## src/design/rstri_pkg.sv

```systemverilog
// Shared constants, types and helpers of the ring strip triangulator.
package rstri_pkg;

	localparam int MAX_VERTICES = 16;
	localparam int IDX_W = $clog2(MAX_VERTICES);
	localparam int CNT_W = IDX_W + 1;
	localparam int MIN_RING = 3;
	localparam int K_LIMIT = 2 * MAX_VERTICES;
	localparam int K_W = $clog2(K_LIMIT + 1);
	localparam int GUARD_LIMIT = 8 * MAX_VERTICES + 8;
	localparam int GUARD_W = $clog2(GUARD_LIMIT + 1);

	localparam int COORD_W = 20;
	localparam int VERT_W = 2 * COORD_W;
	localparam int CORNER_W = 5;
	localparam int CMD_W = 2;
	localparam int CFG_IDX_W = 2;

	// Arithmetic widths: a difference, its square, a squared length,
	// a deviation term and the sum of two deviations.
	localparam int DIFF_W = COORD_W + 1;
	localparam int SQ_W = 2 * COORD_W + 1;
	localparam int DIST_W = SQ_W + 1;
	localparam int OFF2_W = 2 * COORD_W;
	localparam int DEV_W = DIST_W + 3;
	localparam int ACC_W = DEV_W + 1;

	// Cycles from the last read issue until the datapath result is final.
	localparam int PIPE_WAIT = 4;
	localparam int WAIT_W = $clog2(PIPE_WAIT);

	localparam logic [CMD_W-1:0] CMD_LOAD_UPPER = 2'd0;
	localparam logic [CMD_W-1:0] CMD_LOAD_LOWER = 2'd1;
	localparam logic [CMD_W-1:0] CMD_RUN        = 2'd2;

	localparam logic [CFG_IDX_W-1:0] REG_LOWER_LEVEL = 2'd0;
	localparam logic [CFG_IDX_W-1:0] REG_UPPER_LEVEL = 2'd1;
	localparam logic [CFG_IDX_W-1:0] REG_OFFSET      = 2'd2;

	typedef enum logic [3:0] {
		ST_IDLE,
		ST_TOO_FEW,
		ST_SEARCH,
		ST_SEARCH_WAIT,
		ST_SEARCH_DONE,
		ST_CHECK,
		ST_STEP,
		ST_READ1,
		ST_READ2,
		ST_FIT_WAIT,
		ST_DECIDE,
		ST_FLUSH
	} state_t;

	typedef struct packed {
		logic             wr_upper;
		logic             wr_lower;
		logic [IDX_W-1:0] waddr;
		logic             rd;
		logic [IDX_W-1:0] rd_uaddr;
		logic [IDX_W-1:0] rd_laddr;
		logic             search;
		logic [IDX_W-1:0] tag;
		logic             clr_acc;
		logic             clr_prev;
		logic             latch_prev;
	} dp_cmd_t;

	typedef struct packed {
		logic             worse;
		logic [IDX_W-1:0] best_idx;
		logic             inverted;
	} dp_sts_t;

	// Successor of a ring index, wrapping at the ring length.
	function automatic logic [IDX_W-1:0] next_idx(input logic [IDX_W-1:0] idx,
		input logic [CNT_W-1:0] cnt);
		logic [CNT_W-1:0] inc;
		inc = {1'b0, idx} + CNT_W'(1);
		return (inc < cnt) ? inc[IDX_W-1:0] : '0;
	endfunction

endpackage

```

## src/design/rstri_ram.sv

```systemverilog
// Generic single-write, single-read RAM with registered read data.
module rstri_ram #(
	parameter int WIDTH = 8,
	parameter int DEPTH = 16
) (
	input  logic                     clk,
	input  logic                     we,
	input  logic [$clog2(DEPTH)-1:0] waddr,
	input  logic [WIDTH-1:0]         wdata,
	input  logic [$clog2(DEPTH)-1:0] raddr,
	output logic [WIDTH-1:0]         rdata
);

	logic [WIDTH-1:0] mem_q [DEPTH];

	always_ff @(posedge clk) begin
		if (we) begin
			mem_q[waddr] <= wdata;
		end
		rdata <= mem_q[raddr];
	end

endmodule

```

## src/design/rstri_dp.sv

```systemverilog
// Datapath: ring stores, configuration registers, distance pipeline and compares.
module rstri_dp (
	input  logic                                  clk,
	input  logic                                  arst_n,
	input  logic                                  cfg_we,
	input  logic [rstri_pkg::CFG_IDX_W-1:0]       cfg_index,
	input  logic [rstri_pkg::COORD_W-1:0]         cfg_wdata,
	input  logic signed [rstri_pkg::COORD_W-1:0]  coord_x,
	input  logic signed [rstri_pkg::COORD_W-1:0]  coord_y,
	input  rstri_pkg::dp_cmd_t                    cmd,
	output rstri_pkg::dp_sts_t                    sts
);

	localparam int CW = rstri_pkg::COORD_W;
	localparam int IW = rstri_pkg::IDX_W;

	logic signed [CW-1:0] lower_level_q, upper_level_q, offset_q;
	logic signed [rstri_pkg::OFF2_W-1:0] off2_q;

	always_ff @(posedge clk or negedge arst_n) begin
		if (!arst_n) begin
			lower_level_q <= '0;
			upper_level_q <= '0;
			offset_q <= '0;
		end else if (cfg_we) begin
			unique case (cfg_index)
				rstri_pkg::REG_LOWER_LEVEL: lower_level_q <= cfg_wdata;
				rstri_pkg::REG_UPPER_LEVEL: upper_level_q <= cfg_wdata;
				rstri_pkg::REG_OFFSET:      offset_q <= cfg_wdata;
				default: ;
			endcase
		end
	end

	always_ff @(posedge clk) begin
		off2_q <= offset_q * offset_q;
	end

	assign sts.inverted = (upper_level_q < lower_level_q) || offset_q[CW-1];

	logic [rstri_pkg::VERT_W-1:0] wdata, upper_rdata, lower_rdata;
	assign wdata = {coord_x, coord_y};

	rstri_ram #(.WIDTH(rstri_pkg::VERT_W), .DEPTH(rstri_pkg::MAX_VERTICES)) u_upper_ram (
		.clk   (clk),
		.we    (cmd.wr_upper),
		.waddr (cmd.waddr),
		.wdata (wdata),
		.raddr (cmd.rd_uaddr),
		.rdata (upper_rdata)
	);

	rstri_ram #(.WIDTH(rstri_pkg::VERT_W), .DEPTH(rstri_pkg::MAX_VERTICES)) u_lower_ram (
		.clk   (clk),
		.we    (cmd.wr_lower),
		.waddr (cmd.waddr),
		.wdata (wdata),
		.raddr (cmd.rd_laddr),
		.rdata (lower_rdata)
	);

	// Valid, search mode and vertex tag travel alongside the data.
	logic v_s0, v_s1, v_s2, v_s3;
	logic srch_s0, srch_s1, srch_s2, srch_s3;
	logic [IW-1:0] tag_s0, tag_s1, tag_s2, tag_s3;

	always_ff @(posedge clk or negedge arst_n) begin
		if (!arst_n) begin
			v_s0 <= 1'b0;
			v_s1 <= 1'b0;
			v_s2 <= 1'b0;
			v_s3 <= 1'b0;
		end else begin
			v_s0 <= cmd.rd;
			v_s1 <= v_s0;
			v_s2 <= v_s1;
			v_s3 <= v_s2;
		end
	end

	always_ff @(posedge clk) begin
		srch_s0 <= cmd.search;
		srch_s1 <= srch_s0;
		srch_s2 <= srch_s1;
		srch_s3 <= srch_s2;
		tag_s0 <= cmd.tag;
		tag_s1 <= tag_s0;
		tag_s2 <= tag_s1;
		tag_s3 <= tag_s2;
	end

	logic signed [CW-1:0] ux, uy, lx, ly;
	assign ux = upper_rdata[rstri_pkg::VERT_W-1:CW];
	assign uy = upper_rdata[CW-1:0];
	assign lx = lower_rdata[rstri_pkg::VERT_W-1:CW];
	assign ly = lower_rdata[CW-1:0];

	logic signed [rstri_pkg::DIFF_W-1:0] dx_s1, dy_s1;
	logic signed [2*rstri_pkg::DIFF_W-1:0] px, py;
	logic [rstri_pkg::SQ_W-1:0] sqx_s2, sqy_s2;
	logic [rstri_pkg::DIST_W-1:0] dsum, d_s3;
	logic [rstri_pkg::DEV_W-1:0] t_s3, dev;

	assign px = dx_s1 * dx_s1;
	assign py = dy_s1 * dy_s1;
	assign dsum = {1'b0, sqx_s2} + {1'b0, sqy_s2};
	// The difference is signed; its magnitude is the deviation term.
	assign dev = t_s3[rstri_pkg::DEV_W-1] ? (~t_s3 + rstri_pkg::DEV_W'(1)) : t_s3;

	always_ff @(posedge clk) begin
		dx_s1 <= rstri_pkg::DIFF_W'(ux) - rstri_pkg::DIFF_W'(lx);
		dy_s1 <= rstri_pkg::DIFF_W'(uy) - rstri_pkg::DIFF_W'(ly);
		sqx_s2 <= px[rstri_pkg::SQ_W-1:0];
		sqy_s2 <= py[rstri_pkg::SQ_W-1:0];
		d_s3 <= dsum;
		t_s3 <= {{(rstri_pkg::DEV_W - rstri_pkg::OFF2_W){1'b0}}, off2_q}
			- {{(rstri_pkg::DEV_W - rstri_pkg::DIST_W){1'b0}}, dsum};
	end

	logic [rstri_pkg::ACC_W-1:0] acc_q, prev_q;
	logic [rstri_pkg::DIST_W-1:0] best_q;
	logic [IW-1:0] best_idx_q;

	always_ff @(posedge clk or negedge arst_n) begin
		if (!arst_n) begin
			acc_q <= '0;
			prev_q <= '0;
		end else begin
			if (cmd.clr_acc) begin
				acc_q <= '0;
			end else if (v_s3 && !srch_s3) begin
				acc_q <= acc_q + {1'b0, dev};
			end
			if (cmd.clr_prev) begin
				prev_q <= '0;
			end else if (cmd.latch_prev) begin
				prev_q <= acc_q;
			end
		end
	end

	// The first strict minimum wins; the first vertex seeds the search.
	always_ff @(posedge clk) begin
		if (v_s3 && srch_s3 && ((tag_s3 == '0) || (d_s3 < best_q))) begin
			best_q <= d_s3;
			best_idx_q <= tag_s3;
		end
	end

	assign sts.worse = acc_q > prev_q;
	assign sts.best_idx = best_idx_q;

endmodule

```

## config.mk

```make
export PLATFORM = sky130hd
export DESIGN_NAME = rstri_dp
export DESIGN_NICKNAME = d
export VERILOG_FILES = /design/src/design/rstri_pkg.sv /design/src/design/rstri_ram.sv /design/src/design/rstri_dp.sv
export SDC_FILE = /design/constraint.sdc
export NUM_CORES = 2
export LEC_CHECK = 0
export BUFFER_PORTS_ARGS = -buffer_cell sky130_fd_sc_hd__buf_2
export CAP_MARGIN = 25
export CORE_AREA = 10 10 493 495
export DETAILED_ROUTE_END_ITERATION = 6
export DIE_AREA = 0 0 503 505
export PLACE_DENSITY_LB_ADDON = 0.1
export SETUP_SLACK_MARGIN = 0.02
export SYNTH_ARGS = -nofsm -noshare
export SYNTH_HDL_FRONTEND = slang
export SYNTH_SLANG_ARGS = --single-unit
```

## constraint.sdc

```tcl
create_clock -name clk -period 14.75 [get_ports clk]
set_input_delay 2.2125 -clock clk [delete_from_list [all_inputs] [get_ports clk]]
set_output_delay 2.2125 -clock clk [all_outputs]
set_load 0.05 [all_outputs]
```

==> results.md <==
* Status: complete, but fails checks
* Failing checks: DRC
* Overall routing resource usage at 21.9%
* Die ar. at 0.254 mm²
* Antenna viol nets, final at 0
* Yosys top cell by area: edfxtp_1
* Max-Cap Viols at 0
* Layout fillers at around 19k
* Maximum buffer depth of the clock tree at 3
* Share of layout cells above drive strength 1 at 11.2%
* Setup crit start kind: flip-flop
* Syn Area/Cell at ~13 µm²
* Final setup violating endpoints at 0
* CP Max Fanout at 22
* Area growth from synthesis to layout at 9.72%
* Most frequent cells after synthesis: 1,768 x inv_1, 1,326 x edfxtp_1, 1,204 x fa_1
* Min Tclk post-route at between 8000 and 9000 ps
* Starting Density at 49.9%
* Max-slew violations at 0
* Top-area cell type share of the netlist area at around a third
* IO buf count at between 90 and 100
* First-pass GRT wire length at roughly 430,000 µm
* Top post-synthesis cells by area: edfxtp_1 34%, fa_1 21%, mux4_2 7.8%
* Design area at 0.127 mm²
* XOR/XNOR share of the synthesized area at roughly 2.7%
* Final core utilization at 54.8%
* CTS Root Cell: clkbuf_16
* Vias in the first global route at 72.1k
* Clock sink count at around 1.8k
* Clk Latency, worst-skew pair at about 870 ps
* Core Area at 0.232 mm²
* Post-CTS Setup Bufs at 0
* Synth Area in Simple Gates at just over 6%
* Gr ovfl total at 0
* Asr flop ratio synth at 8.53%
* Main combinational cell family by area after synthesis: adder cells
* Mapped cell area at 0.116 mm²
* Top-count cell post-synth: inv_1
* Post-synth cell types at about 90
* PostCTS Resize Cnt at 0
* Seq cells post-synth at about 1.8k
* Measured slew at the worst slew-check pin at 1100 ps
* Largest net degree at the start of global routing at 98
* FP Rows at 177
* Fmax at 123 MHz
* Arrival @ worst endpoint at 8830 ps
* DRT Pass-1 Iters at 7
* Placed Area at 0.120 mm²
* Slew margin rel. at 26.4%
* Final period util at between 50% and 60%
* Sequential-to-total area share from yosys stat at 43.7%
* PnR worst setup slack at roughly 6600 ps
* Setup TNS at 0 ps
* Layout Nets at 10.9k
* Routed WL per cell at 22.4 µm
* Total Wirelength at 274,000 µm
* Total CTS buffers at 193
* DRC at 2
* Die H at 505 µm
* WS Path Type: flip-flop to flip-flop
* Final hold violation count at 0
* Syn Inst Count at between 8k and 9k
* Top-Level Pins at 94
* CTS clk-pin slew, worst paths at 60 ps
* DP Worst Slack at 6680 ps
* DRT iter0 DRCs at around 5.2k
* Ys Warns at 0
* Vias per cell at 5.43
* Die Wd at 503 µm
* Routability cong. at approximately 0.86
* CTS H-tree depth at 4
* Crit. End Element: flip-flop
* Post-synthesis mux area share at between 8 and 9%
* Synth Area in Compound Gates at 4.80%
* Skew final at 101 ps
* Synth Area in Adders at 27.5%
* Dpl hpwl at about 190,000 µm
* HP Class: flip-flop to flip-flop
* EDFF count, synth at 1,326
* Synth Flop Type: edfxtp_1
* # hold bufs at CTS at 0
* Initial antenna violation count at 20
* Req. time, crit path at 15,470 ps
* Routed vias at ~66k
* TritonCTS clock tree: yes
* RSZ-0062 raised after global routing: false
==> path summary, 6_finish.rpt <==
path	to	slack (ps)	cells past startpoint	start
max	off2_q[39]	6630	24	offset_q[3]
min	tag_s3[3]	320	0	tag_s2[3]
max reg2reg	off2_q[39]	6630	24	offset_q[3]
min reg2reg	tag_s3[3]	320	0	tag_s2[3]
max in group asynchronous	lower_level_q[18]	11800	2	arst_n
min in group asynchronous	prev_q[17]	1480	1	arst_n
==> sequential cells by signal (all words and copies together), names as in the netlist, 21 cells and up <==
signal / count
prev_q: 46
d_s3: 42
dy_s1: 21
u_upper_ram.mem_q: 640
sqy_s2: 40
sqx_s2: 40
best_q: 42
u_upper_ram.rdata: 40
acc_q: 46
dx_s1: 21
u_lower_ram.mem_q: 640
off2_q: 39
u_lower_ram.rdata: 40
t_s3: 43
==> metrics by stage <==
step,std cells,hold slack [ps]
6_report,12241,325
5_1_grt,12238,334
4_1_cts,12229,325
3_5_place_dp,11864,312
3_3_place_gp,11857,313
2_1_floorplan,8893,310
==> cell usage in the layout, fill, tap and decap left out, types with 53 or more instances in the layout <==
cell type | synthesis | layout
buf_4 | 0 | 95
xnor2_1 | 260 | 260
ha_1 | 622 | 622
o21ai_0 | 198 | 197
mux4_2 | 400 | 400
dfxtp_1 | 346 | 346
and2_1 | 238 | 238
fa_1 | 1204 | 1204
clkbuf_16 | 0 | 197
nand2_1 | 550 | 550
mux2i_1 | 53 | 53
a21o_1 | 132 | 132
dfrtp_1 | 156 | 156
buf_2 | 1 | 86
edfxtp_1 | 1326 | 1326
nor2b_1 | 68 | 68
inv_1 | 1768 | 1768
o21a_1 | 54 | 54
nor2_1 | 325 | 293
xor2_1 | 91 | 91
a21oi_1 | 244 | 243
nand2b_1 | 66 | 66
==> area by class of cell <==
| type | instances | area, µm² | area share [%] |
|---|---|---|---|
| multi-input cells | 5030 | 58000 | 45.5 |
| flip-flops and latches | 1828 | 50600 | 39.8 |
| inverters | 1770 | 6640 | 5.22 |
| clock buffers | 266 | 5400 | 4.24 |
| well taps | 3043 | 3810 | 2.99 |
| repair buffers | 200 | 1520 | 1.19 |
| clock inverters | 99 | 1260 | 0.991 |
| diodes | 5 | 12.5 | 0.00983 |
==> metal layers <==
metal | GRT usage (%) | share of wire, %
met4 | 5.09 | 2.5
met3 | 3.15 | 4.8
met1 | 29.7 | 43
met2 | 37.5 | 50
met5 | 0 | 0.046
==> critical path, cell delays in order, from the launching register on <==
cell	delay, ps
dfrtp_1	930
nand2_1	220
fa_1	660
inv_1	130
fa_1	530
fa_1	870
inv_1	220
fa_1	520
inv_1	50
fa_1	490
fa_1	490
inv_1	50
fa_1	500
inv_1	40
ha_1	330
a21o_1	180
a21oi_1	130
o21bai_1	100
a21o_1	200
a221o_1	310
o21ai_0	300
nand3_1	130
a31oi_1	260
o21ai_0	150
xnor2_1	210
==> logic make-up after synthesis <==
logic type                 after synthesis
muxes                                  499
xor gates and xnor gates               351
adders and majority gates             1826
AOI/OAI and AO/OA                      866
other                                    1
buffers and inverters                 2035
and+or+nand+nor                       1486
DFF                                   1828
Power is not shown: default switching activity piles up to over one toggle a cycle in this logic, so the estimate is an artifact.
