--- src/design/rstri_pkg.sv ---
// Shared constants, types and helpers of the ring strip triangulator.
package rstri_pkg;

	localparam int MAX_VERTICES = 16;
	localparam int IDX_W = $clog2(MAX_VERTICES);
	localparam int CNT_W = IDX_W + 1;
	localparam int MIN_RING = 3;
	localparam int K_LIMIT = 2 * MAX_VERTICES;
	localparam int K_W = $clog2(K_LIMIT + 1);
	localparam int GUARD_LIMIT = 8 * MAX_VERTICES + 8;
	localparam int GUARD_W = $clog2(GUARD_LIMIT + 1);

	localparam int COORD_W = 20;
	localparam int VERT_W = 2 * COORD_W;
	localparam int CORNER_W = 5;
	localparam int CMD_W = 2;
	localparam int CFG_IDX_W = 2;

	// Arithmetic widths: a difference, its square, a squared length,
	// a deviation term and the sum of two deviations.
	localparam int DIFF_W = COORD_W + 1;
	localparam int SQ_W = 2 * COORD_W + 1;
	localparam int DIST_W = SQ_W + 1;
	localparam int OFF2_W = 2 * COORD_W;
	localparam int DEV_W = DIST_W + 3;
	localparam int ACC_W = DEV_W + 1;

	// Cycles from the last read issue until the datapath result is final.
	localparam int PIPE_WAIT = 4;
	localparam int WAIT_W = $clog2(PIPE_WAIT);

	localparam logic [CMD_W-1:0] CMD_LOAD_UPPER = 2'd0;
	localparam logic [CMD_W-1:0] CMD_LOAD_LOWER = 2'd1;
	localparam logic [CMD_W-1:0] CMD_RUN        = 2'd2;

	localparam logic [CFG_IDX_W-1:0] REG_LOWER_LEVEL = 2'd0;
	localparam logic [CFG_IDX_W-1:0] REG_UPPER_LEVEL = 2'd1;
	localparam logic [CFG_IDX_W-1:0] REG_OFFSET      = 2'd2;

	typedef enum logic [3:0] {
		ST_IDLE,
		ST_TOO_FEW,
		ST_SEARCH,
		ST_SEARCH_WAIT,
		ST_SEARCH_DONE,
		ST_CHECK,
		ST_STEP,
		ST_READ1,
		ST_READ2,
		ST_FIT_WAIT,
		ST_DECIDE,
		ST_FLUSH
	} state_t;

	typedef struct packed {
		logic             wr_upper;
		logic             wr_lower;
		logic [IDX_W-1:0] waddr;
		logic             rd;
		logic [IDX_W-1:0] rd_uaddr;
		logic [IDX_W-1:0] rd_laddr;
		logic             search;
		logic [IDX_W-1:0] tag;
		logic             clr_acc;
		logic             clr_prev;
		logic             latch_prev;
	} dp_cmd_t;

	typedef struct packed {
		logic             worse;
		logic [IDX_W-1:0] best_idx;
		logic             inverted;
	} dp_sts_t;

	// Successor of a ring index, wrapping at the ring length.
	function automatic logic [IDX_W-1:0] next_idx(input logic [IDX_W-1:0] idx,
		input logic [CNT_W-1:0] cnt);
		logic [CNT_W-1:0] inc;
		inc = {1'b0, idx} + CNT_W'(1);
		return (inc < cnt) ? inc[IDX_W-1:0] : '0;
	endfunction

endpackage

--- src/design/rstri_ctrl.sv ---
// Controller: ring counts, run sequencing, greedy walk and result register.
module rstri_ctrl (
	input  logic                              clk,
	input  logic                              arst_n,
	input  logic                              in_valid,
	input  logic [rstri_pkg::CMD_W-1:0]       in_command,
	output logic                              in_ready,
	output logic                              out_valid,
	input  logic                              out_ready,
	output logic [rstri_pkg::CORNER_W-1:0]    out_first,
	output logic [rstri_pkg::CORNER_W-1:0]    out_second,
	output logic [rstri_pkg::CORNER_W-1:0]    out_third,
	output logic                              out_last,
	output logic                              out_too_few,
	output logic                              out_overflow,
	output rstri_pkg::dp_cmd_t                cmd,
	input  rstri_pkg::dp_sts_t                sts
);

	localparam int IW = rstri_pkg::IDX_W;
	localparam int NW = rstri_pkg::CNT_W;
	localparam int KW = rstri_pkg::CORNER_W;

	rstri_pkg::state_t state_q, state_d;
	logic [NW-1:0] ucnt_q, ucnt_d, lcnt_q, lcnt_d, n_q, n_d, m_q, m_d, i_q, i_d;
	logic ovf_q, ovf_d, run_ovf_q, run_ovf_d;
	logic [IW-1:0] u_q, u_d, un_q, un_d, l_q, l_d, ln_q, ln_d, lend_q, lend_d;
	logic upm_q, upm_d, ust_q, ust_d, lst_q, lst_d;
	logic [rstri_pkg::K_W-1:0] k_q, k_d;
	logic [rstri_pkg::GUARD_W-1:0] guard_q, guard_d;
	logic [rstri_pkg::WAIT_W-1:0] wt_q, wt_d;
	logic pend_v_q, pend_v_d;
	logic [KW-1:0] pa_q, pa_d, pb_q, pb_d, pc_q, pc_d;

	logic push, push_last, push_tf;
	logic [KW-1:0] push_a, push_b, push_c;
	logic out_free, accept, keep_going;
	logic [KW-1:0] ta, tb, tc, nu, nl, nln;

	assign accept = in_valid && in_ready;
	assign out_free = !out_valid || out_ready;
	assign in_ready = (state_q == rstri_pkg::ST_IDLE);

	assign nu = KW'(u_q);
	assign nl = KW'(n_q) + KW'(l_q);
	assign nln = KW'(n_q) + KW'(ln_q);

	// Triangle of the step under decision, in the requested orientation.
	always_comb begin
		if (upm_q) begin
			ta = sts.inverted ? KW'(un_q) : nu;
			tb = nl;
			tc = sts.inverted ? nu : KW'(un_q);
		end else begin
			ta = sts.inverted ? nu : nl;
			tb = nln;
			tc = sts.inverted ? nl : nu;
		end
	end

	assign keep_going = (!ust_q || !lst_q || (u_q != '0) || (l_q != lend_q))
		&& (k_q < rstri_pkg::K_W'(rstri_pkg::K_LIMIT))
		&& (guard_q < rstri_pkg::GUARD_W'(rstri_pkg::GUARD_LIMIT));

	always_comb begin
		state_d = state_q;
		ucnt_d = ucnt_q;
		lcnt_d = lcnt_q;
		n_d = n_q;
		m_d = m_q;
		i_d = i_q;
		ovf_d = ovf_q;
		run_ovf_d = run_ovf_q;
		u_d = u_q;
		un_d = un_q;
		l_d = l_q;
		ln_d = ln_q;
		lend_d = lend_q;
		upm_d = upm_q;
		ust_d = ust_q;
		lst_d = lst_q;
		k_d = k_q;
		guard_d = guard_q;
		wt_d = wt_q;
		pend_v_d = pend_v_q;
		pa_d = pa_q;
		pb_d = pb_q;
		pc_d = pc_q;
		push = 1'b0;
		push_last = 1'b0;
		push_tf = 1'b0;
		push_a = pa_q;
		push_b = pb_q;
		push_c = pc_q;
		cmd = '0;
		cmd.waddr = '0;

		unique case (state_q)
			rstri_pkg::ST_IDLE: begin
				if (accept) begin
					unique case (in_command)
						rstri_pkg::CMD_LOAD_UPPER: begin
							if (ucnt_q >= NW'(rstri_pkg::MAX_VERTICES)) begin
								ovf_d = 1'b1;
							end else begin
								cmd.wr_upper = 1'b1;
								cmd.waddr = ucnt_q[IW-1:0];
								ucnt_d = ucnt_q + NW'(1);
							end
						end
						rstri_pkg::CMD_LOAD_LOWER: begin
							if (lcnt_q >= NW'(rstri_pkg::MAX_VERTICES)) begin
								ovf_d = 1'b1;
							end else begin
								cmd.wr_lower = 1'b1;
								cmd.waddr = lcnt_q[IW-1:0];
								lcnt_d = lcnt_q + NW'(1);
							end
						end
						rstri_pkg::CMD_RUN: begin
							n_d = ucnt_q;
							m_d = lcnt_q;
							run_ovf_d = ovf_q;
							ucnt_d = '0;
							lcnt_d = '0;
							ovf_d = 1'b0;
							i_d = '0;
							u_d = '0;
							un_d = IW'(1);
							upm_d = 1'b1;
							ust_d = 1'b0;
							lst_d = 1'b0;
							k_d = '0;
							guard_d = '0;
							pend_v_d = 1'b0;
							cmd.clr_prev = 1'b1;
							if ((ucnt_q < NW'(rstri_pkg::MIN_RING))
								|| (lcnt_q < NW'(rstri_pkg::MIN_RING))) begin
								state_d = rstri_pkg::ST_TOO_FEW;
							end else begin
								state_d = rstri_pkg::ST_SEARCH;
							end
						end
						default: ;
					endcase
				end
			end
			rstri_pkg::ST_TOO_FEW: begin
				if (out_free) begin
					push = 1'b1;
					push_last = 1'b1;
					push_tf = 1'b1;
					push_a = '0;
					push_b = '0;
					push_c = '0;
					state_d = rstri_pkg::ST_IDLE;
				end
			end
			rstri_pkg::ST_SEARCH: begin
				// One lower vertex enters the distance pipeline each cycle.
				cmd.rd = 1'b1;
				cmd.search = 1'b1;
				cmd.rd_uaddr = '0;
				cmd.rd_laddr = i_q[IW-1:0];
				cmd.tag = i_q[IW-1:0];
				i_d = i_q + NW'(1);
				if (i_d == m_q) begin
					wt_d = '0;
					state_d = rstri_pkg::ST_SEARCH_WAIT;
				end
			end
			rstri_pkg::ST_SEARCH_WAIT: begin
				wt_d = wt_q + rstri_pkg::WAIT_W'(1);
				if (wt_q == rstri_pkg::WAIT_W'(rstri_pkg::PIPE_WAIT - 1)) begin
					state_d = rstri_pkg::ST_SEARCH_DONE;
				end
			end
			rstri_pkg::ST_SEARCH_DONE: begin
				l_d = sts.best_idx;
				lend_d = sts.best_idx;
				ln_d = rstri_pkg::next_idx(sts.best_idx, m_q);
				state_d = rstri_pkg::ST_STEP;
			end
			rstri_pkg::ST_CHECK: begin
				state_d = keep_going ? rstri_pkg::ST_STEP : rstri_pkg::ST_FLUSH;
			end
			rstri_pkg::ST_STEP: begin
				if (upm_q ? (!ust_q || (u_q != '0)) : (!lst_q || (l_q != lend_q))) begin
					state_d = rstri_pkg::ST_READ1;
				end else begin
					// This ring is back at its start, so the other one moves.
					upm_d = !upm_q;
					guard_d = guard_q + rstri_pkg::GUARD_W'(1);
					state_d = rstri_pkg::ST_CHECK;
				end
			end
			rstri_pkg::ST_READ1: begin
				cmd.rd = 1'b1;
				cmd.clr_acc = 1'b1;
				cmd.rd_uaddr = u_q;
				cmd.rd_laddr = l_q;
				state_d = rstri_pkg::ST_READ2;
			end
			rstri_pkg::ST_READ2: begin
				cmd.rd = 1'b1;
				cmd.rd_uaddr = upm_q ? un_q : u_q;
				cmd.rd_laddr = upm_q ? l_q : ln_q;
				wt_d = '0;
				state_d = rstri_pkg::ST_FIT_WAIT;
			end
			rstri_pkg::ST_FIT_WAIT: begin
				wt_d = wt_q + rstri_pkg::WAIT_W'(1);
				if (wt_q == rstri_pkg::WAIT_W'(rstri_pkg::PIPE_WAIT - 1)) begin
					state_d = rstri_pkg::ST_DECIDE;
				end
			end
			rstri_pkg::ST_DECIDE: begin
				if (sts.worse) begin
					upm_d = !upm_q;
					cmd.latch_prev = 1'b1;
					guard_d = guard_q + rstri_pkg::GUARD_W'(1);
					state_d = rstri_pkg::ST_CHECK;
				end else if (!pend_v_q || out_free) begin
					// The held triangle goes out; the new one waits, since only
					// the end of the walk tells which triangle is the last.
					push = pend_v_q;
					pend_v_d = 1'b1;
					pa_d = ta;
					pb_d = tb;
					pc_d = tc;
					k_d = k_q + rstri_pkg::K_W'(1);
					cmd.latch_prev = 1'b1;
					guard_d = guard_q + rstri_pkg::GUARD_W'(1);
					if (upm_q) begin
						u_d = un_q;
						un_d = rstri_pkg::next_idx(un_q, n_q);
						ust_d = 1'b1;
					end else begin
						l_d = ln_q;
						ln_d = rstri_pkg::next_idx(ln_q, m_q);
						lst_d = 1'b1;
					end
					state_d = rstri_pkg::ST_CHECK;
				end
			end
			rstri_pkg::ST_FLUSH: begin
				if (!pend_v_q) begin
					state_d = rstri_pkg::ST_IDLE;
				end else if (out_free) begin
					push = 1'b1;
					push_last = 1'b1;
					pend_v_d = 1'b0;
					state_d = rstri_pkg::ST_IDLE;
				end
			end
			default: state_d = rstri_pkg::ST_IDLE;
		endcase
	end

	always_ff @(posedge clk or negedge arst_n) begin
		if (!arst_n) begin
			state_q <= rstri_pkg::ST_IDLE;
			ucnt_q <= '0;
			lcnt_q <= '0;
			ovf_q <= 1'b0;
			pend_v_q <= 1'b0;
			out_valid <= 1'b0;
		end else begin
			state_q <= state_d;
			ucnt_q <= ucnt_d;
			lcnt_q <= lcnt_d;
			ovf_q <= ovf_d;
			pend_v_q <= pend_v_d;
			if (push) begin
				out_valid <= 1'b1;
			end else if (out_ready) begin
				out_valid <= 1'b0;
			end
		end
	end

	always_ff @(posedge clk) begin
		n_q <= n_d;
		m_q <= m_d;
		i_q <= i_d;
		run_ovf_q <= run_ovf_d;
		u_q <= u_d;
		un_q <= un_d;
		l_q <= l_d;
		ln_q <= ln_d;
		lend_q <= lend_d;
		upm_q <= upm_d;
		ust_q <= ust_d;
		lst_q <= lst_d;
		k_q <= k_d;
		guard_q <= guard_d;
		wt_q <= wt_d;
		pa_q <= pa_d;
		pb_q <= pb_d;
		pc_q <= pc_d;
		if (push) begin
			out_first <= push_a;
			out_second <= push_b;
			out_third <= push_c;
			out_last <= push_last;
			out_too_few <= push_tf;
			out_overflow <= run_ovf_q;
		end
	end

endmodule

--- config.mk ---
export PLATFORM = sky130hd
export DESIGN_NAME = rstri_ctrl
export DESIGN_NICKNAME = d
export VERILOG_FILES = /design/src/design/rstri_pkg.sv /design/src/design/rstri_ctrl.sv
export SDC_FILE = /design/constraint.sdc
export NUM_CORES = 1
export LEC_CHECK = 0
export ABC_CLOCK_PERIOD_IN_PS = 2750
export BUFFER_PORTS_ARGS = -buffer_cell sky130_fd_sc_hd__buf_2
export CAP_MARGIN = 20
export CORE_ASPECT_RATIO = 1.25
export CORE_MARGIN = 4
export CORE_UTILIZATION = 55
export CTS_BUF_LIST = sky130_fd_sc_hd__clkbuf_8
export DETAILED_ROUTE_END_ITERATION = 6
export GPL_ROUTABILITY_DRIVEN = 0
export PLACE_DENSITY_LB_ADDON = 0.15
export RECOVER_POWER = 100
export SLEW_MARGIN = 20
export SYNTH_ARGS = -nofsm -noshare
export SYNTH_HDL_FRONTEND = slang
export SYNTH_SLANG_ARGS = --single-unit
--- constraint.sdc ---
create_clock -name clk -period 2.75 [get_ports clk]
set_input_delay 0.1375 -clock clk [delete_from_list [all_inputs] [get_ports clk]]
set_output_delay 0.1375 -clock clk [all_outputs]
set_load 0.05 [all_outputs]
==> results of run 1 <==
registers in the layout, indices dropped and copies added (netlist names), 2 cells and up:
name        flops
ucnt_q          5
n_q             5
pc_q            5
ln_q            4
pa_q            5
un_q            4
k_q             6
out_third       5
out_first       5
i_q             5
out_second      5
u_q             4
m_q             5
lcnt_q          5
pb_q            5
guard_q         8
wt_q            2
l_q             4
lend_q          4
state_q         4
stage by stage:
| stage | cells | worst slack (ns) | power [W] |
|---|---|---|---|
| after global placement | 718 | 0.5805 | 0.004982 |
| after detailed placement | 718 | 0.4627 | 0.005054 |
| after floorplan | 532 | 0.02239 | 0.004388 |
| final | 738 | 0.1406 | 0.006073 |
| after CTS | 738 | 0.2133 | 0.006206 |
| after global routing | 738 | 0.02089 | 0.006411 |
synthesized netlist by cell type (3+ instances only):
master / number / share of area
a22oi_1: 4 / 0.0051
nor3_1: 17 / 0.014
o21a_1: 6 / 0.0076
nand3_1: 18 / 0.015
edfxtp_1: 88 / 0.45
nor2_1: 53 / 0.034
mux2i_1: 13 / 0.022
o31ai_1: 3 / 0.0038
buf_1: 3 / 0.0019
o211ai_1: 7 / 0.0089
and2_1: 19 / 0.020
a31oi_1: 6 / 0.0063
nand2_1: 16 / 0.010
nor4b_1: 3 / 0.0044
a211oi_1: 4 / 0.0051
ha_1: 30 / 0.063
a22o_1: 5 / 0.0074
nor2b_1: 7 / 0.0074
xnor2_1: 16 / 0.024
clkbuf_1: 10 / 0.0063
nand2b_1: 13 / 0.014
o22ai_1: 6 / 0.0063
dfrtp_1: 17 / 0.072
and3_1: 15 / 0.016
a21oi_1: 21 / 0.018
inv_1: 33 / 0.021
o21ai_0: 21 / 0.018
a221o_1: 4 / 0.0067
xor2_1: 22 / 0.032
a21boi_0: 7 / 0.0089
cell families after synthesis:
group	count (synthesis)	share of synthesized area
simple gates	173	0.1514
compound gates	111	0.1278
flops	105	0.5171
buf+inv	54	0.03838
xor+xnor	41	0.06769
fa+ha+maj	32	0.07001
mux	16	0.02762
layout make-up:
type | instances | area [um^2] | area share
Tap cell | 132 | 165.2 | 0.02508
Timing Repair Buffer | 76 | 364.1 | 0.05529
Sequential cell | 105 | 3068 | 0.4659
Multi-Input combinational cell | 373 | 2605 | 0.3956
Clock buffer | 10 | 137.6 | 0.02090
Inverter | 36 | 138.9 | 0.02109
Clock inverter | 6 | 106.4 | 0.01615
worst paths after layout:
path | from | to | depth (start not counted)
max | state_q[2] | cmd[13] | 7
min | in_command[1] | ovf_q | 2
max reg2reg | state_q[0] | out_third[1] | 6
min reg2reg | run_ovf_q | out_overflow | 0
max in group asynchronous | arst_n | ucnt_q[2] | 2
min in group asynchronous | arst_n | ovf_q | 2
report_power, final:
part	internal, W	switching, W
clock	0.000627	0.000530
sequential	0.00219	0.000307
combinational	0.000738	0.00168
total	0.00356	0.00252
per-layer routing:
| layer | GRT usage | part of all wire | vias to the layer above |
|---|---|---|---|
| li1 | - | - | 2078 |
| met1 | 0.2604 | 0.41 | 2099 |
| met2 | 0.3641 | 0.52 | 126 |
| met3 | 0.03137 | 0.045 | 25 |
| met4 | 0.09144 | 0.028 | 0 |
| met5 | 0 | 0 | - |
critical path, delay by kind of cell (launching register included):
kind / cells / cell delay [ns]
and+or+nand+nor: 2 / 0.64
buffers and inverters: 3 / 0.54
AOI/OAI and AO/OA: 2 / 0.54
DFF: 1 / 0.36
layout by cell type, fill, tap and decap left out, types with 12 or more instances in the layout:
cell and count:
xnor2_1 16, a21oi_1 22, and2_1 12, and3_1 15, nand2_1 16, xor2_1 22
edfxtp_1 88, ha_1 30, dfrtp_1 17, nand2b_1 13, clkbuf_2 21, nor2_1 53
o21ai_0 21, clkbuf_1 39, inv_1 36, mux2i_1 13, nor3_1 17, nand3_1 19
==> reports/results.ini, run 1 <==
[status]
outcome=completed

[clock_tree]
clk_latency_ns=0.39
clk_pin_slew_worst_paths_ns=0.10
hold_buffers=4
post_cts_resize_count=0
clkSinkCount=105
cts_tree=built
clockRootBuffer=clkbuf_8
clk_path_buf_depth=2
cts_buffers=9
h-tree-depth=3
postCtsSetupBuffers=0

[global_routing]
track_usage=0.2101
antenna_found_initial=0
grt_pass1_vias=4099
grt_pass1_wl_um=20380
grt_max_degree=29
grt_overflow_total=0

[finish]
drive_gt1_frac=0.08911
antenna_cells=0
syn2layout_area_growth_pct=10.99
design_area_mm2=0.006585
fin_nets=645
post-route-util=0.6234
fillers=881

[setup_path]
crit_fanout=12
required_ns=2.61
worstSetupPathType=flip-flop to output port
crit_path_cell_trace=buf_4 -> inv_1 -> nor2_1 -> nand3_1 -> o21ai_0 -> a22o_1 -> clkbuf_2
max_stage_delay_ns=0.37
r2r_slack_ns=0.20
start_kind=flip-flop
cp_slowest_cell=nor2_1
crit_path_end_kind=output port
arrival_ns=2.47

[pwr]
ir_drop_uv=543.7
powerDensity_mw_per_mm2=922.2
p_leak_nw=2.665

[synthesis]
synth_nets=576
synth_cells=532
ys_warn_count=0
ys.flop_type=edfxtp_1
synthArstFlopShare=0.1619
syn_area_mm2=0.005933
ys_types=65
avgSynthCellArea_um2=11.15
ys_ff_latch=105
ys_seq_area_frac=0.5171
synth_edf_count=88

[routing]
drt-pass1-iter-count=5
via_per_inst=5.864
wl_per_cell_um=17.24
drtIter0Drc=275
detail-route-antenna-nets=0
num_vias=4328
drt_wl_total_um=12720
remaining_drc_errors=0

[sta]
report.final.setup_viol=0
fin_skew_ns=0.01500
worstMarginPinSlew_ns=1.317
period_needed_ns=2.609
hold_violations=0
tns_ns=0
rsz0062_at_grt=false
finalCritPeriodShare=0.9489
slew_headroom=0.1217
timing.hold.ws_ns=0.04525
clock.fmax_mhz=383.2
slew_viol_final=0

[floorplan]
design.core.area_mm2=0.01056
core.rowCount=42
die_x_um=100.9
io_pins=55
die_h_um=124.1
start_util=0.5617
die_area_mm2=0.01252

[placed_design]
dpl.hpwl_um=9663
placed_area_mm2=0.006422
port_buffers=54

[run]
cap_violations=0

[worst_hold_path]
hold_path_class=input pin to flip-flop

Note: power is estimated with default switching activity, not from simulation.
==> run 2: changes to the inputs <==
--- a/config.mk
+++ b/config.mk
@@ -10,7 +10,7 @@
 export CAP_MARGIN = 20
 export CORE_ASPECT_RATIO = 1.25
 export CORE_MARGIN = 4
-export CORE_UTILIZATION = 55
+export CORE_UTILIZATION = 51
 export CTS_BUF_LIST = sky130_fd_sc_hd__clkbuf_8
 export DETAILED_ROUTE_END_ITERATION = 6
 export GPL_ROUTABILITY_DRIVEN = 0
==> run 2 against run 1 <==
Effect of this change:
- wire length up 1.4%
- total power down 3.4%
- critical endpoint is now cmd[20]
- largest cell class unchanged
- register-to-register slack better by 0.04 ns
==> reports/results.ini, run 2 (synthesized netlist as in run 1, its figures left out) <==
[clock_tree]
h-tree-depth=3
clk_latency_ns=0.38
clk_pin_slew_worst_paths_ns=0.10
cts_buffers=9
postCtsSetupBuffers=0
clk_path_buf_depth=2
clkSinkCount=105
clockRootBuffer=clkbuf_8
cts_tree=built

[run]
cap_violations=0

[global_routing]
grt_overflow_total=0
grt.busiest_layer=met2
grtUsageMet2=0.3350
antenna_found_initial=0
met1_usage=0.2404
track_usage=0.1962
grt_pass1_wl_um=20750
met3_usage=0.03964
grt_max_degree=26
grt_pass1_vias=4105

[setup_path]
arrival_ns=2.40
worstSetupPathType=flip-flop to output port
required_ns=2.61
crit_fanout=16
start_kind=flip-flop
crit_path_end_kind=output port

[status]
outcome=completed

[finish]
fillers=971
fin_nets=643
regMostFlops=guard_q
final_common_cell=edfxtp_1
design_area_mm2=0.006540
syn2layout_area_growth_pct=10.23
largest_register_ff_count=8
mostFrequentLayoutCells=edfxtp_1 (88), nor2_1 (52), inv_1 (34), clkbuf_1 (34), ha_1 (30)
drive_gt1_frac=0.1010
antenna_cells=0
stdcell_count=739
reg_top3=guard_q: 8 flops, k_q: 6 flops

[placed_design]
place_inst=719
port_buffers=54
dpl.hpwl_um=9715
placed_area_mm2=0.006427

[sta]
report.final.setup_viol=0
fin_skew_ns=0.005291
clock.fmax_mhz=393.4
finalCritPeriodShare=0.9244
rsz0062_at_grt=false
slew_viol_final=0
period_needed_ns=2.542
slew_headroom=0.3278
hold_violations=0
tns_ns=0
worstMarginPinSlew_ns=1.008

[worst_hold_path]
hold_path_class=input pin to flip-flop

[routing]
num_vias=4308
detail-route-antenna-nets=0
drt-pass1-iter-count=5
drtIter0Drc=272
wl_per_cell_um=17.45
drt_wl_total_um=12900
via_per_inst=5.829
remaining_drc_errors=0

[floorplan]
design.core.area_mm2=0.01124
core.rowCount=43
die_area_mm2=0.01343
die_h_um=128.6
start_util=0.5277
die_x_um=104.5
io_pins=55

[pwr]
p_leak_nw=2.631
powerDensity_mw_per_mm2=897.1
ir_drop_uv=462.2

run 2: changes by cell type in the layout (fill, tap and decap cells not counted), moves of 2 or more:
| cell | previous run | this run |
|---|---|---|
| clkbuf_1 | 39 | 34 |
| and2_1 | 12 | 9 |
| o21ai_1 | 1 | 3 |
| o21ai_0 | 21 | 19 |
| clkbuf_2 | 21 | 23 |
| clkinvlp_4 | 0 | 2 |
| inv_1 | 36 | 34 |
| clkinv_4 | 0 | 2 |
| bufinv_16 | 3 | 0 |
| and2_0 | 7 | 10 |
run 2: per-layer routing:
layer | share of wire | vias to the layer above | wire length (um)
met5 | 0 | - | 0
met4 | 0.032 | 0 | 411
met3 | 0.050 | 39 | 640
met2 | 0.49 | 143 | 6366
met1 | 0.42 | 2045 | 5478
li1 | - | 2081 | -
run 2: repair_timing:
| item | 4_1_cts | 5_1_grt |
|---|---|---|
| endpoints found under the hold margin | 20 | 0 |
| hold buffers | 4 | 0 |
| gates resized for setup | 0 | 3 |
| endpoints found under the setup margin | 0 | 8 |
run 2: power breakdown:
| part | internal [W] | switching, W | leakage (nW) |
|---|---|---|---|
| clock network | 0.000337 | 0.000556 | 0.0862 |
| logic | 0.000773 | 0.00169 | 1.51 |
| registers | 0.00219 | 0.000317 | 1.04 |
| total | 0.00330 | 0.00257 | 2.63 |
run 2: final cells by class:
class	instances	area [um^2]	area share
clock buffers	9	123.9	0.01894
flip-flops and latches	105	3068	0.4691
well taps	135	168.9	0.02583
inverters	36	138.9	0.02124
multi-input cells	373	2608	0.3987
repair buffers	74	377.9	0.05778
clock inverters	7	55.05	0.008418
run 2: metrics by stage:
stage | util | hold WS, ns | total power [W] | setup WS, ns
6_report | 0.5816 | 0.05433 | 0.005867 | 0.2078
5_1_grt | 0.5816 | 0.04024 | 0.006204 | 0.03886
4_1_cts | 0.5911 | 0.03463 | 0.005986 | 0.08043
3_5_place_dp | 0.5716 | 0.09866 | 0.005102 | 0.3762
3_3_place_gp | 0.5716 | 0.09222 | 0.005043 | 0.4616
2_1_floorplan | - | -0.1581 | 0.004388 | 0.02239
run 2: final timing paths:
path / from / end / slack (ns) / cells after the start
worst max-delay path: state_q[0] / cmd[20] / 0.21 / 5
worst min-delay path: in_command[1] / ovf_q / 0.05 / 2
worst max register to register: state_q[0] / ucnt_q[3] / 0.24 / 7
worst min register to register: run_ovf_q / out_overflow / 0.43 / 0
max in group asynchronous: arst_n / state_q[3] / 1.70 / 2
min in group asynchronous: arst_n / ucnt_q[0] / 0.44 / 2
run 2: worst max-delay path, stage by stage, from the launching register on:
cell	delay (ns)
dfrtp_1	0.57
or4_1	0.65
inv_4	0.13
nand2_1	0.15
nor3_1	0.22
clkbuf_2	0.31
==> run 3: changes to the inputs <==
--- a/config.mk
+++ b/config.mk
@@ -8,14 +8,15 @@
 export ABC_CLOCK_PERIOD_IN_PS = 2750
 export BUFFER_PORTS_ARGS = -buffer_cell sky130_fd_sc_hd__buf_2
 export CAP_MARGIN = 20
+export CELL_PAD_IN_SITES_DETAIL_PLACEMENT = 1
+export CELL_PAD_IN_SITES_GLOBAL_PLACEMENT = 2
 export CORE_ASPECT_RATIO = 1.25
 export CORE_MARGIN = 4
-export CORE_UTILIZATION = 51
+export CORE_UTILIZATION = 37
 export CTS_BUF_LIST = sky130_fd_sc_hd__clkbuf_8
 export DETAILED_ROUTE_END_ITERATION = 6
 export GPL_ROUTABILITY_DRIVEN = 0
 export PLACE_DENSITY_LB_ADDON = 0.15
-export RECOVER_POWER = 100
 export SLEW_MARGIN = 20
 export SYNTH_ARGS = -nofsm -noshare
 export SYNTH_HDL_FRONTEND = slang
==> run 3 against run 2 <==
Effect of this change:
- global-route usage decreased by 1.8 points
- sequential share of layout area decreased by 1.8 points
- clock power increased by 19%
- fmax decreased by 0.47%
- sequential power about the same
- die area increased by 35%
- critical path depth increased by 1
- first-iteration DRC count increased by 8.5%
- critical endpoint is now cmd[9]
==> reports/results.ini, run 3 (synthesized netlist as in run 1, its figures left out) <==
[finish]
largest_register_ff_count=8
antenna_cells=0
seq_area_mm2=0.003068
fin_nets=645
post-route-util=0.4347
final_common_cell=edfxtp_1
design_area_mm2=0.006795
fillers=1742
regMostFlops=guard_q
multi_input_area_mm2=0.002649
reg_top3=guard_q: 8 flops, k_q: 6 flops
drive_gt1_frac=0.1686
mostFrequentLayoutCells=edfxtp_1 (88), buf_2 (54), nor2_1 (53)
syn2layout_area_growth_pct=14.53

[global_routing]
track_usage=0.1779
grtUsageMet2=0.3385
grt.busiest_layer=met2
antenna_found_initial=0
grt_overflow_total=0
met1_usage=0.2032
grt_pass1_vias=4647
grt_max_degree=36
grt_pass1_wl_um=25050
met3_usage=0.02306

[floorplan]
io_pins=55
start_util=0.3795
die_x_um=121.3
design.core.area_mm2=0.01563
die_h_um=149.6
core.rowCount=51
die_area_mm2=0.01814

[sta]
tns_ns=0
finalCritPeriodShare=0.9288
slew_viol_final=0
fin_skew_ns=0.01238
period_needed_ns=2.554
clock.fmax_mhz=391.5
slew_headroom=0.5361
hold_violations=0
worstMarginPinSlew_ns=0.6783
report.final.setup_viol=0
rsz0062_at_grt=false
setup_slack_ns=0.1959

[pwr]
p_leak_nw=2.792
ir_drop_uv=615.7
powerDensity_mw_per_mm2=915.0
p_total_w=0.006218

[setup_path]
r2r_cells=7
required_ns=2.61
crit_path_end_kind=output port
r2r_end=un_q[2]
r2r_slack_ns=0.42
start_kind=flip-flop
crit_fanout=12
arrival_ns=2.42
reg2reg_from=un_q[0]
worstSetupPathType=flip-flop to output port

[clock_tree]
post_cts_resize_count=0
clkSinkCount=105
clk_pin_slew_worst_paths_ns=0.10
cts_tree=built
clk_path_buf_depth=2
clockRootBuffer=clkbuf_8
cts_buffers=9
h-tree-depth=3
clk_latency_ns=0.38

[worst_hold_path]
holdPathEnd=lend_q[0]
holdPathStages=1
hold_path_class=input pin to flip-flop
worstHoldStart=sts[1]

[run]
cap_violations=0

[routing]
detail-route-antenna-nets=0
remaining_drc_errors=0
drt_wl_total_um=15370
drtIter0Drc=295
via_per_inst=5.302
wl_per_cell_um=18.81
num_vias=4332
drt-pass1-iter-count=4

[placed_design]
placed_area_mm2=0.006539
dpl.hpwl_um=11860
port_buffers=54
place_ws_ns=0.4467

[status]
outcome=completed

## run 3: cell types whose count changed in the layout (fill, tap and decap cells not counted), sizes merged
cell and delta:
buf +59, clkbuf -57, bufinv +2, clkinv -2, inv -1
## run 3: how the worst max path moves through the flow
| stage | start | to | slack (ns) | cells after the start |
|---|---|---|---|---|
| after floorplan | state_q[1] | un_q[0] | 0.02 | 9 |
| after global placement | un_q[0] | un_q[2] | 0.51 | 7 |
| after detailed placement | un_q[0] | un_q[2] | 0.45 | 7 |
| after CTS | state_q[0] | cmd[8] | 0.11 | 6 |
| after global routing | state_q[0] | cmd[8] | 0.0004 | 6 |
| final | state_q[0] | cmd[9] | 0.20 | 6 |
## run 3: metal layers
layer | wire, um | share of wire | vias up
met5 | 0 | 0 | -
li1 | - | - | 2075
met1 | 6308 | 0.41 | 2181
met2 | 8405 | 0.55 | 59
met4 | 285 | 0.019 | 0
met3 | 368 | 0.024 | 17
## run 3: critical path, stage by stage (launching register included)
cell     delay (ns)
dfrtp_1        0.44
buf_4          0.21
nor2_1         0.13
nand2_1        0.18
o21ai_0        0.56
a221o_1        0.25
buf_2          0.26
## run 3: final cells by class
| cell class | instances | share of cell area |
|---|---|---|
| Clock buffer | 9 | 0.01823 |
| Sequential cell | 105 | 0.4515 |
| Timing Repair Buffer | 76 | 0.06739 |
| Tap cell | 212 | 0.03904 |
| Clock inverter | 6 | 0.01363 |
| Multi-Input combinational cell | 373 | 0.3898 |
| Inverter | 36 | 0.02044 |
## run 3: repair_timing
action,CTS,global route
setup buffers,0,0
hold buffers,4,0
endpoints found under the hold margin,20,0
## run 3: per-stage QoR
stage               cells  hold WS [ns]
CTS                   817       0.04558
finish                817       0.06102
global route          817       0.03899
floorplan             532       -0.1581
detailed placement    798        0.1025
global placement      798        0.1032
## run 3: where the power goes
group,internal [W],switching (W),leakage (nW)
Clock,0.000513,0.000543,0.102
Combinational,0.000872,0.00180,1.65
Sequential,0.00219,0.000304,1.04
